`config.mk`:
```
export PLATFORM = sky130hd
export DESIGN_NAME = mdbfp_cfg_regs_flat
export DESIGN_NICKNAME = d
export VERILOG_FILES = /design/src/hdl/mdbfp_pkg.sv /design/src/hdl/mdbfp_if.sv /design/src/hdl/mdbfp_cfg_regs.sv /design/src/flat_wrapper.sv
export SDC_FILE = /design/constraint.sdc
export NUM_CORES = 1
export LEC_CHECK = 0
export ABC_AREA = 1
export BUFFER_PORTS_ARGS = -buffer_cell sky130_fd_sc_hd__clkbuf_2
export CELL_PAD_IN_SITES_DETAIL_PLACEMENT = 0
export CELL_PAD_IN_SITES_GLOBAL_PLACEMENT = 2
export CORE_ASPECT_RATIO = 1.1
export CORE_MARGIN = 5
export CORE_UTILIZATION = 25
export DETAILED_ROUTE_END_ITERATION = 12
export GPL_TIMING_DRIVEN = 0
export PLACE_DENSITY_LB_ADDON = 0.1
export SYNTH_ARGS = -nofsm -noshare
export SYNTH_HDL_FRONTEND = slang
export SYNTH_SLANG_ARGS = --single-unit
```
`constraint.sdc`:
```
create_clock -name clk -period 4.89 [get_ports clk]
set_clock_uncertainty 0.2 [all_clocks]
set_input_delay 0.978 -clock clk [delete_from_list [all_inputs] [get_ports clk]]
set_output_delay 0.978 -clock clk [all_outputs]
set_load 0.03 [all_outputs]
```
`src/hdl/mdbfp_pkg.sv`:
```
// ----------------------------------------------------------------------------
// mdbfp_pkg
// Types and constants shared by the best-frame picker and its interfaces.
// ----------------------------------------------------------------------------
package mdbfp_pkg;

	localparam int SUBCHAN_MAX = 8;
	localparam int SLICER_MAX  = 8;
	localparam int HANDLE_BITS = 12;

	localparam int SC_W     = $clog2(SUBCHAN_MAX);
	localparam int SL_W     = $clog2(SLICER_MAX);
	localparam int SLOT_W   = SC_W + SL_W;
	localparam int NSLOTS   = SUBCHAN_MAX * SLICER_MAX;
	localparam int LIN_W    = $clog2(NSLOTS);
	localparam int NB_W     = $clog2(NSLOTS + 1);
	localparam int AGE_W    = 12;
	localparam int SCORE_W  = 18;
	localparam int CFG_IDX_W = 2;

	localparam logic [AGE_W-1:0] AGE_MAX = {AGE_W{1'b1}};

	localparam logic [CFG_IDX_W-1:0] REG_NUM_SUBCHAN   = 2'd0;
	localparam logic [CFG_IDX_W-1:0] REG_NUM_SLICERS   = 2'd1;
	localparam logic [CFG_IDX_W-1:0] REG_HOLD_TICKS    = 2'd2;
	localparam logic [CFG_IDX_W-1:0] REG_RETRY_CEILING = 2'd3;

	localparam logic [1:0] RES_PASS    = 2'd0;
	localparam logic [1:0] RES_WINNER  = 2'd1;
	localparam logic [1:0] RES_RELEASE = 2'd2;

	localparam logic KIND_TICK  = 1'b0;
	localparam logic KIND_FRAME = 1'b1;

	localparam logic [1:0] FEC_PLAIN = 2'd0;

	typedef struct packed {
		logic                   kind;
		logic                   fx25_busy;
		logic [2:0]             subchan_index;
		logic [2:0]             slice_index;
		logic [HANDLE_BITS-1:0] frame_handle;
		logic [15:0]            frame_crc;
		logic [23:0]            audio_level;
		logic [5:0]             correction_count;
		logic [1:0]             fec_kind;
	} item_t;

	typedef struct packed {
		logic [1:0]             result_kind;
		logic [2:0]             out_subchan;
		logic [2:0]             out_slice;
		logic [HANDLE_BITS-1:0] out_handle;
		logic [23:0]            out_level;
		logic [5:0]             out_corrections;
		logic [1:0]             out_fec_kind;
		logic [63:0]            discard_mask;
	} result_t;

	typedef struct packed {
		logic [HANDLE_BITS-1:0] handle;
		logic [23:0]            level;
		logic [5:0]             corrections;
		logic [1:0]             fec;
	} slot_t;

	typedef struct packed {
		logic [3:0]       ns;
		logic [3:0]       nl;
		logic [NB_W-1:0]  nb;
		logic [11:0]      hold;
		logic [3:0]       ceiling;
	} cfg_t;

endpackage

```
`src/hdl/mdbfp_if.sv`:
```


interface mdbfp_cfg_if;
	import mdbfp_pkg::*;
	logic                 valid;
	logic                 ready;
	logic [CFG_IDX_W-1:0] index;
	logic [31:0]          wdata;
	modport source (output valid, output index, output wdata, input ready);
	modport sink (input valid, input index, input wdata, output ready);
endinterface

```
`src/hdl/mdbfp_cfg_regs.sv`:
```
// ----------------------------------------------------------------------------
// mdbfp_cfg_regs
// Configuration registers and the effective grid dimensions derived from them.
// ----------------------------------------------------------------------------
module mdbfp_cfg_regs (
	input  logic             clk,
	input  logic             arst_n,
	mdbfp_cfg_if.sink        cfg,
	output mdbfp_pkg::cfg_t  regs
);
	import mdbfp_pkg::*;

	logic [3:0]  num_subchan_q;
	logic [3:0]  num_slicers_q;
	logic [11:0] hold_ticks_q;
	logic [3:0]  retry_ceiling_q;
	logic [3:0]  ns;
	logic [3:0]  nl;

	assign cfg.ready = 1'b1;

	always_ff @(posedge clk or negedge arst_n) begin
		if (!arst_n) begin
			num_subchan_q   <= 4'd1;
			num_slicers_q   <= 4'd1;
			hold_ticks_q    <= 12'd480;
			retry_ceiling_q <= 4'd5;
		end else if (cfg.valid) begin
			unique case (cfg.index)
				REG_NUM_SUBCHAN:   num_subchan_q   <= cfg.wdata[3:0];
				REG_NUM_SLICERS:   num_slicers_q   <= cfg.wdata[3:0];
				REG_HOLD_TICKS:    hold_ticks_q    <= cfg.wdata[11:0];
				REG_RETRY_CEILING: retry_ceiling_q <= cfg.wdata[3:0];
				default: ;
			endcase
		end
	end

	always_comb begin
		ns = num_subchan_q;
		if (num_subchan_q == 4'd0) ns = 4'd1;
		else if (num_subchan_q > 4'(SUBCHAN_MAX)) ns = 4'(SUBCHAN_MAX);
		nl = num_slicers_q;
		if (num_slicers_q == 4'd0) nl = 4'd1;
		else if (num_slicers_q > 4'(SLICER_MAX)) nl = 4'(SLICER_MAX);
	end

	assign regs.ns      = ns;
	assign regs.nl      = nl;
	assign regs.nb      = NB_W'(ns) * NB_W'(nl);
	assign regs.hold    = hold_ticks_q;
	assign regs.ceiling = retry_ceiling_q;

endmodule

```
`src/flat_wrapper.sv`:
```
// flat-port wrapper written by rule: the top's interface ports become plain ports
module mdbfp_cfg_regs_flat import mdbfp_pkg::*;
  (clk, arst_n, regs, cfg_valid, cfg_index, cfg_wdata, cfg_ready);
  mdbfp_cfg_if cfg_i ();
  input  logic clk;
  input  logic arst_n;
  output mdbfp_pkg::cfg_t regs;
  input wire logic [$bits(cfg_i.valid)-1:0] cfg_valid;
  input wire logic [$bits(cfg_i.index)-1:0] cfg_index;
  input wire logic [$bits(cfg_i.wdata)-1:0] cfg_wdata;
  output wire logic [$bits(cfg_i.ready)-1:0] cfg_ready;
  assign cfg_i.valid = cfg_valid;
  assign cfg_i.index = cfg_index;
  assign cfg_i.wdata = cfg_wdata;
  assign cfg_ready = cfg_i.ready;
  mdbfp_cfg_regs u_core (.clk(clk), .arst_n(arst_n), .cfg(cfg_i), .regs(regs));
endmodule
```
==> results of run 1 <==
[where the power goes]
part	switching [uW]	internal (uW)	leakage [uW]
Sequential	21.6	238	0.000283
Combinational	209	86.2	0.000730
Clock	59.2	55.0	0.0000216
[metal layers]
layer  share of wire [%]  global-route usage (%)  routed length [um]  vias to the layer above
li1                    -                       -                   -                      634
met1                  43                    12.5                1440                      554
met2                  50                    16.6                1680                       30
met3                 5.8                    2.10                 196                        5
met4                 1.4                    3.32                  46                        0
met5                   0                       0                   0                        -
[cell families after synthesis]
family	share of synthesized area [%]
AOI/OAI and AO/OA	12.7
xor gates and xnor gates	0.607
buffers and inverters	10.9
adders and majority gates	14.2
and+or+nand+nor	19.0
other	0.260
DFF	42.3
[worst min-delay path by stage]
stage | from | endpoint | cells past startpoint
after global placement | u_core.hold_ticks_q[9]$_DFFE_PN0P_ | u_core.hold_ticks_q[9]$_DFFE_PN0P_ | 2
after CTS | u_core.hold_ticks_q[5]$_DFFE_PN1P_ | u_core.hold_ticks_q[5]$_DFFE_PN1P_ | 2
after detailed placement | u_core.hold_ticks_q[9]$_DFFE_PN0P_ | u_core.hold_ticks_q[9]$_DFFE_PN0P_ | 2
after global routing | u_core.hold_ticks_q[6]$_DFFE_PN1P_ | u_core.hold_ticks_q[6]$_DFFE_PN1P_ | 2
final | u_core.hold_ticks_q[9]$_DFFE_PN0P_ | u_core.hold_ticks_q[9]$_DFFE_PN0P_ | 2
after floorplan | u_core.num_slicers_q[0]$_DFFE_PN1P_ | u_core.num_slicers_q[0]$_DFFE_PN1P_ | 2
[per-stage QoR]
stage	power [uW]	area, um^2	cells
5_1_grt	724	1820	300
2_1_floorplan	480	1440	173
4_1_cts	683	1820	300
3_5_place_dp	564	1780	297
3_3_place_gp	562	1780	297
6_report	668	1820	300
[flip-flops by register name, indices dropped and copies added, names as in the netlist]
| signal | flops |
|---|---|
| u_core.num_subchan_q | 4 |
| u_core.hold_ticks_q | 12 |
| u_core.num_slicers_q | 4 |
| u_core.retry_ceiling_q | 4 |
[cell type report]
type	count	area, um^2
timing repair buffer	47	235
sequential	24	611
clock buffer	3	41.3
inverter	32	120
buffer	5	37.5
fill	633	3880
multi-input combinational	112	676
tap	77	96.3
[tightest hold or removal path: stages, from the launching register on]
cell and delay, ns:
sky130_fd_sc_hd__dfrtp_1 0.35, sky130_fd_sc_hd__nand2_1 0.06, sky130_fd_sc_hd__o21ai_2 0.05
[Yosys cell counts (all sizes together)]
cell,n
a21o,1
a21oi,1
buf,3
clkbuf,2
conb,1
dfrtp,16
dfstp,8
fa,4
ha,10
inv,32
nand2,41
nand3,11
nor2,16
o21ai,26
xor2,1
==> results by stage, run 1 <==
Placed design:
- Before CTS, the worst setup slack after placement is 0.626 ns.
- The routability congestion estimate is 0.766.
- The number of port buffers is 47.
- The final HPWL from detailed placement is 2780 um.

Critical path:
- Broken down by cell family, the worst path's largest delay share belongs to adder cells.
- The data required time of the worst path is 3.71 ns.
- In this run the number of cells on the critical path is 16.
- The class of the most critical setup path is flip-flop to output port.
- In this run the worst path has a maximum fanout of 4.
- The cell seen most often among critical-path stages is sky130_fd_sc_hd__nand2_1.
- In this run the critical register-to-register path is captured at u_core.num_subchan_q[0]$_DFFE_PN1P_.
- The arrival time at the worst endpoint is 3.33 ns.
- The worst setup path is launched from a flip-flop.
- The slack of the worst reg-to-reg path is between 3 and 4 ns.
- In this run the worst setup path terminates at regs[22].
- The longest individual stage delay on the worst path is between 0.5 and 0.6 ns.
- Walking the worst path, the cells encountered are nor2_1 > nand2_1 > nand2_1 > nand2_1 > inv_1 > nand2_1 > fa_1 > inv_1 > fa_1 > fa_1 > nand3_1 > nand3_1 > inv_1 > nand2_1 > nand2_1 > clkbuf_2.
- The length in cells of the worst reg-to-reg path is 2.
- The cell with the biggest individual delay on the critical path is sky130_fd_sc_hd__fa_1.
- The endpoint type of the worst setup path is an output port.
- Counting both buffers and inverters, the worst setup path holds a total of 4.
- In this run the worst setup path begins at u_core.num_subchan_q[2]$_DFFE_PN0P_.
- The source of the worst register-to-register timing path is u_core.num_subchan_q[0]$_DFFE_PN1P_.

STA:
- The final cycle utilization of the critical path is 92.3%.
- On the final layout, the worst hold slack is 0.285 ns.
- For the pin with the worst max-slew slack, the measured transition is 0.606 ns.
- Headroom to the max-slew limit came out at ~60%.
- The final max-slew violation count is 0.
- Setup repair after global routing left no endpoint under its margin.
- The worst path in the final design needs a cycle of 4.51 ns, including I/O delays and setup.
- The peak clock frequency supported by timing is 222 MHz.
- The setup TNS after final layout is 0 ns.
- The number of hold violations in the final report came to 0.
- The setup-violating endpoint count in the final report is 0.
- The final critical-path setup slack is 0.378 ns.

Global route:
- For this run the aggregate overflow at the end of global routing stands at 0.
- The number of global-route vias before repair is 1251.
- The initial antenna violation count is 0.
- The wire length of the first global-routing pass is 5840 um.
- The overall global routing resource usage is 9.96%.
- The pin count of the biggest net entering global routing is 25.

Floorplanning:
- The total I/O pin count is 69.
- The total core area is 5700 um^2.
- The vertical extent of the die is ~90 um.
- In this run the core area contains 29 standard-cell rows.
- The starting density of the core is approximately a quarter.
- The floorplan step set the die width to 82.5 um.
- The die covers ~7400 um^2.

Cells and area:
- The most frequent standard cell in the layout excluding fill and tap cells is sky130_fd_sc_hd__clkbuf_2.
- The post-synthesis to final-layout area growth is 25.8%.
- The fraction of layout cells with a size suffix above 1 is 32.7%.
- In the layout the commonest cells are 47 x sky130_fd_sc_hd__clkbuf_2, 41 x sky130_fd_sc_hd__nand2_1, 32 x sky130_fd_sc_hd__inv_1.
- The final core area utilization is a little under a third.
- The final layout contains 276 nets.
- The number of antenna repair diodes is 0.

Power:
- The cell leakage power is 0.00103 uW.
- The power density normalized to cell area is ~370 nW/um^2.
- The highest ir drop seen on vdd is 126 uV.

Logic synthesis:
- The mean instance size in the synthesized netlist is 8.35 um^2.
- After synthesis, the largest area contributor takes up 27.7% of total cell area.
- The largest total area in the synthesized netlist belongs to sky130_fd_sc_hd__dfrtp_1.
- The post-synthesis sequential area ratio is 42.3%.
- In this run, synthesis produced a sequential element count of 24.
- Yosys printed 0 warnings.
- The number of distinct standard cells referenced by the synthesized netlist is 19.
- After synthesis, the cell types taking the most area are sky130_fd_sc_hd__dfrtp_1 28%, sky130_fd_sc_hd__dfstp_2 15%, sky130_fd_sc_hd__nand2_1 11%.
- The area of the mapped netlist is between 1000 and 1500 um^2.
- Counting every net in the synthesized netlist gives about 220.
- The cell count after synthesis came out at 173.

Route:
- The DRC violation count after routing is 0.
- The detail route stage leaves a number of antenna-violating nets equal to 0.
- The detailed router finished its first iteration with 29 violations.
- Wires add up to between 3000 and 4000 um.
- Dividing the detail-routed via count by the number of cells gives a little over 4.
- For this run, the detailed router's first-pass iteration total came to 4.
- The count of vias placed by the detailed router is between 1000 and 1500.
- After detailed routing, the average wire length per cell comes to around 11 um.

Clock network:
- The CTS root buffer is sky130_fd_sc_hd__clkbuf_8.
- The maximum root-to-sink buffer count is 2.
- For the worst-skew pair, the clock arrives at the later sink with an insertion delay of 0.26 ns.
- CTS built an H-tree with a depth of 1.
- Buffers inserted during clock tree synthesis total 3.
- For this design, the sink count on the clock tree is 24.
- TritonCTS built the clock tree.
- The clock-pin transition on the worst setup and hold timing paths is 0.08 ns.
- For this design, the CTS-stage hold fixing added 0 buffers.
- Post-CTS repair changed the size of 0 cells.
- The buffers inserted during post-CTS setup optimization is 0.

Status:
- The run finished with clean final reports.

Worst hold path:
- The class of the worst hold path is flip-flop to flip-flop.

Run:
- The max capacitance violation total is 0.
No activity file was read; power rests on OpenSTA's default activity.
==> run 2: changes to the inputs <==
- CORE_MARGIN: 5 -> not set
- RECOVER_POWER: not set -> 25
==> run 2 against run 1 <==
Critical path depth stayed put. Sequential power hardly changed. Global-route usage is 1.3 points higher. Largest power group unchanged. Hold slack worse by 0.0021 ns. Critical path type unchanged. Non-clock buffer count stayed put. Flip-flop and latch count stayed put. Critical endpoint unchanged.
==> results by stage, run 2 (synthesis gave the netlist of run 1 again) <==
Clock network:
- The buffers inserted during post-CTS setup optimization was 0 (unchanged).
- The worst-skew pair later-pin latency is 0.26 ns (about the same).
- The CTS root buffer is sky130_fd_sc_hd__clkbuf_8.
- The clock-pin transition on the worst setup and hold timing paths came to 0.08 ns (about the same).
- TritonCTS built the clock tree.
- The clock sink count is 24 (unchanged).
- The CTS H-tree depth was 1 (unchanged).
- The post-cts repair resize count was 0 (unchanged).
- The number of buffers inserted for hold repair after clock tree synthesis came to 0 (unchanged).
- The number of buffers inserted during clock tree synthesis was 3 (unchanged).
- The maximum root-to-sink buffer count is 2 (unchanged).

Run:
- The max capacitance violation total is 0 (unchanged).

Critical path:
- The length in cells of the worst reg-to-reg path was 2 (unchanged).
- The critical path startpoint category is a flip-flop.
- The longest individual stage delay on the worst path was 0.53 ns (about the same).
- The source of the worst register-to-register timing path is u_core.retry_ceiling_q[2]$_DFFE_PN1P_.
- The maximum fanout encountered on the critical timing path is 4 (unchanged).
- On the critical path, the stage with the largest delay is an instance of sky130_fd_sc_hd__fa_1.
- The data required time of the worst path is 3.71 ns (about the same).
- The critical path ends at regs[22].
- Walking the worst path, the cells encountered are nor2_1 > nand2_1 > nand2_1 > nand2_1 > inv_1 > nand2_1 > fa_1 > inv_1 > fa_1 > fa_1 > nand3_1 > nand3_1 > inv_1 > nand2_1 > nand2_1 > clkbuf_2.
- By startpoint and endpoint, the worst setup path is classified as flip-flop to output port.
- The slack of the worst reg-to-reg path is 3.94 ns (about the same).
- In this run the worst setup path begins at u_core.num_subchan_q[2]$_DFFE_PN0P_.
- The worst register-to-register path ends at u_core.retry_ceiling_q[2]$_DFFE_PN1P_.
- The most numerous cell type found on the critical path is sky130_fd_sc_hd__nand2_1.
- The worst setup path is captured at an output port.
- The arrival time at the worst endpoint is 3.42 ns (+0.09 ns).

Power:
- The cell leakage power came to 0.00104 uW (+0.41%).
- The share of total power in combinational logic is 43.0% (-1.1 points).
- The power density normalized to cell area is 376 nW/um^2 (+2.2%).
- The overall power of the completed layout is 687 uW (+2.8%).
- The part of the power in registers is 37.9% (-0.9 points).
- The highest ir drop seen on vdd came to 160 uV (+27%).
- The internal portion of total power came to 396 uW (+4.6%).
- The clock power share is 19.1% (+2.0 points).
- The switching part of the total power is 42.3% (-1.0 points).
- The net switching power of the design is 291 uW (+0.40%).

STA:
- The peak clock frequency supported by timing is 217 MHz (-1.9%).
- Setup repair after global routing left no endpoint under its margin.
- The transition at the pin with the smallest max-transition slack was 1.24 ns (+0.639 ns).
- The final max-slew violation count is 0 (unchanged).
- The setup TNS after final layout is 0 ns (unchanged).
- The number of hold violations in the final report came to 0 (unchanged).
- The final cycle utilization of the critical path was 94.0% (+1.8 points).
- The worst-case headroom to the max-slew limit is 17.0% (-43 points).
- The setup-violating endpoint count in the final report is 0 (unchanged).
- The minimum period implied by the final worst setup slack came to 4.60 ns (+0.0858 ns).

Cells and area:
- The number of nets in the finished design is 276 (unchanged).
- The final core area utilization is 33.4% (+1.5 points).
- The layout filler cell count is 617 (-2.5%).
- The final design area excluding fillers is 1830 um^2 (+0.55%).
- The storage element area came to 611 um^2 (unchanged).
- The number of antenna repair diodes is 0 (unchanged).
- The flip-flop count of the largest register, all copies and words added was 12 (unchanged).
- The post-synthesis to final-layout area growth is 26.5%.
- The fraction of layout cells with a size suffix above 1 is 32.6% (-0.15 points).
- The library cells used most frequently in the layout, excluding fill and tap cells, are 46 x sky130_fd_sc_hd__clkbuf_2, 41 x sky130_fd_sc_hd__nand2_1, 32 x sky130_fd_sc_hd__inv_1.
- The multi-input combinational cell area is 676 um^2 (unchanged).
- The most frequent standard cell in the layout excluding fill and tap cells is sky130_fd_sc_hd__clkbuf_2.
- The top register by number of flip-flops is u_core.hold_ticks_q.

Route:
- The count of vias placed by the detailed router came to 1210 (-1.1%).
- The remaining number of nets flagged by the antenna check after routing was 0 (unchanged).
- The sum of routed wire length over all layers is 3160 um (-6.2%).
- The starting DRC count in detailed routing came to 25 (-14%).
- The DRC violation count after routing is 0 (unchanged).
- The first-pass detailed-route iteration total was 4 (unchanged).
- The via count normalized by instance count was 4.05 (-0.73%).
- The post-detailed-route wirelength per cell is 10.6 um (-5.8%).

Floorplanning:
- The total I/O pin count was 69 (unchanged).
- The width of the die is 74.5 um (-9.7%).
- The area enclosed by the die boundary came to 6080 um^2 (-18%).
- The count of standard-cell rows is 28 (-3.4%).
- The vertical extent of the die is 81.7 um (-8.9%).
- The total core area is 5470 um^2 (-4.1%).
- The starting density of the core is 26.4% (+1.1 points).

Global route:
- The wire length of the first global-routing pass is 5270 um (-9.7%).
- The number of global-route vias before repair is 1195 (-4.5%).
- The overall global routing resource usage is 11.2% (+1.3 points).
- The global-route congestion overflow total is 0 (unchanged).
- The initial antenna violation count is 0 (unchanged).
- The pin count of the biggest net entering global routing is 25 (unchanged).

Placed design:
- The number of port buffers is 47 (unchanged).
- The routability congestion estimate is 0.694 (-9.4%).
- The cell area reported after detailed placement was 1770 um^2 (-0.14%).
- The final HPWL from detailed placement came to 2620 um (-5.5%).

Status:
- The flow ran to the end, and the final reports show no timing, DRC or antenna violations.

Worst hold path:
- The class of the worst hold path is flip-flop to flip-flop.
==> run 2: cell types whose count changed in the layout (fill, tap and decap cells not counted) <==
cell,previous run,this run
sky130_fd_sc_hd__clkbuf_2,47,46
sky130_fd_sc_hd__clkbuf_1,2,3
sky130_fd_sc_hd__clkbuf_8,3,4
==> run 2: critical path, delay by kind of cell, from the launching register on <==
family / cells / cell delay [ns]
DFF: 1 / 0.41
buffers and inverters: 4 / 0.43
adders and majority gates: 3 / 1.50
and+or+nand+nor: 9 / 0.82
==> run 2: power groups by stage <==
stage | sequential (uW) | combinational, uW | clock, uW
after global placement | 263 | 299 | 0
after detailed placement | 264 | 301 | 0
after floorplan | 303 | 176 | 0
after global routing | 266 | 326 | 146
after CTS | 261 | 302 | 137
final | 260 | 295 | 132
==> run 2: layer usage <==
metal  track usage (%)  wire length [um]  up-vias
li1                  -                 -      633
met1              14.3              1450      543
met2              19.5              1540       32
met3              1.72               149        2
met4              3.40                19        0
met5                 0                 0        -
==> run 2: layout make-up <==
| cell class | count | area share, % |
|---|---|---|
| Tap cell | 75 | 5.14 |
| Clock buffer | 4 | 3.01 |
| Sequential cell | 24 | 33.4 |
| Timing Repair Buffer | 47 | 12.8 |
| Inverter | 32 | 6.58 |
| Multi-Input combinational cell | 112 | 37.0 |
| Buffer | 5 | 2.05 |
==> run 2: worst min path at each step <==
stage | start | endpoint | slack (ns) | cells past startpoint
floorplan | u_core.num_slicers_q[0]$_DFFE_PN1P_ | u_core.num_slicers_q[0]$_DFFE_PN1P_ | 0.27 | 2
global placement | u_core.hold_ticks_q[11]$_DFFE_PN0P_ | u_core.hold_ticks_q[11]$_DFFE_PN0P_ | 0.27 | 2
detailed placement | u_core.hold_ticks_q[7]$_DFFE_PN1P_ | u_core.hold_ticks_q[7]$_DFFE_PN1P_ | 0.27 | 2
CTS | u_core.hold_ticks_q[7]$_DFFE_PN1P_ | u_core.hold_ticks_q[7]$_DFFE_PN1P_ | 0.28 | 2
global route | u_core.hold_ticks_q[7]$_DFFE_PN1P_ | u_core.hold_ticks_q[7]$_DFFE_PN1P_ | 0.30 | 2
finish | u_core.hold_ticks_q[7]$_DFFE_PN1P_ | u_core.hold_ticks_q[7]$_DFFE_PN1P_ | 0.28 | 2
==> run 2: metrics by stage <==
stage	hold WS [ns]	setup slack (ns)	instances
final	0.283	0.292	299
after global routing	0.296	0.0635	299
after CTS	0.285	0.252	299
after detailed placement	0.272	0.551	295
after global placement	0.267	0.550	295
after floorplan	0.268	0.613	173
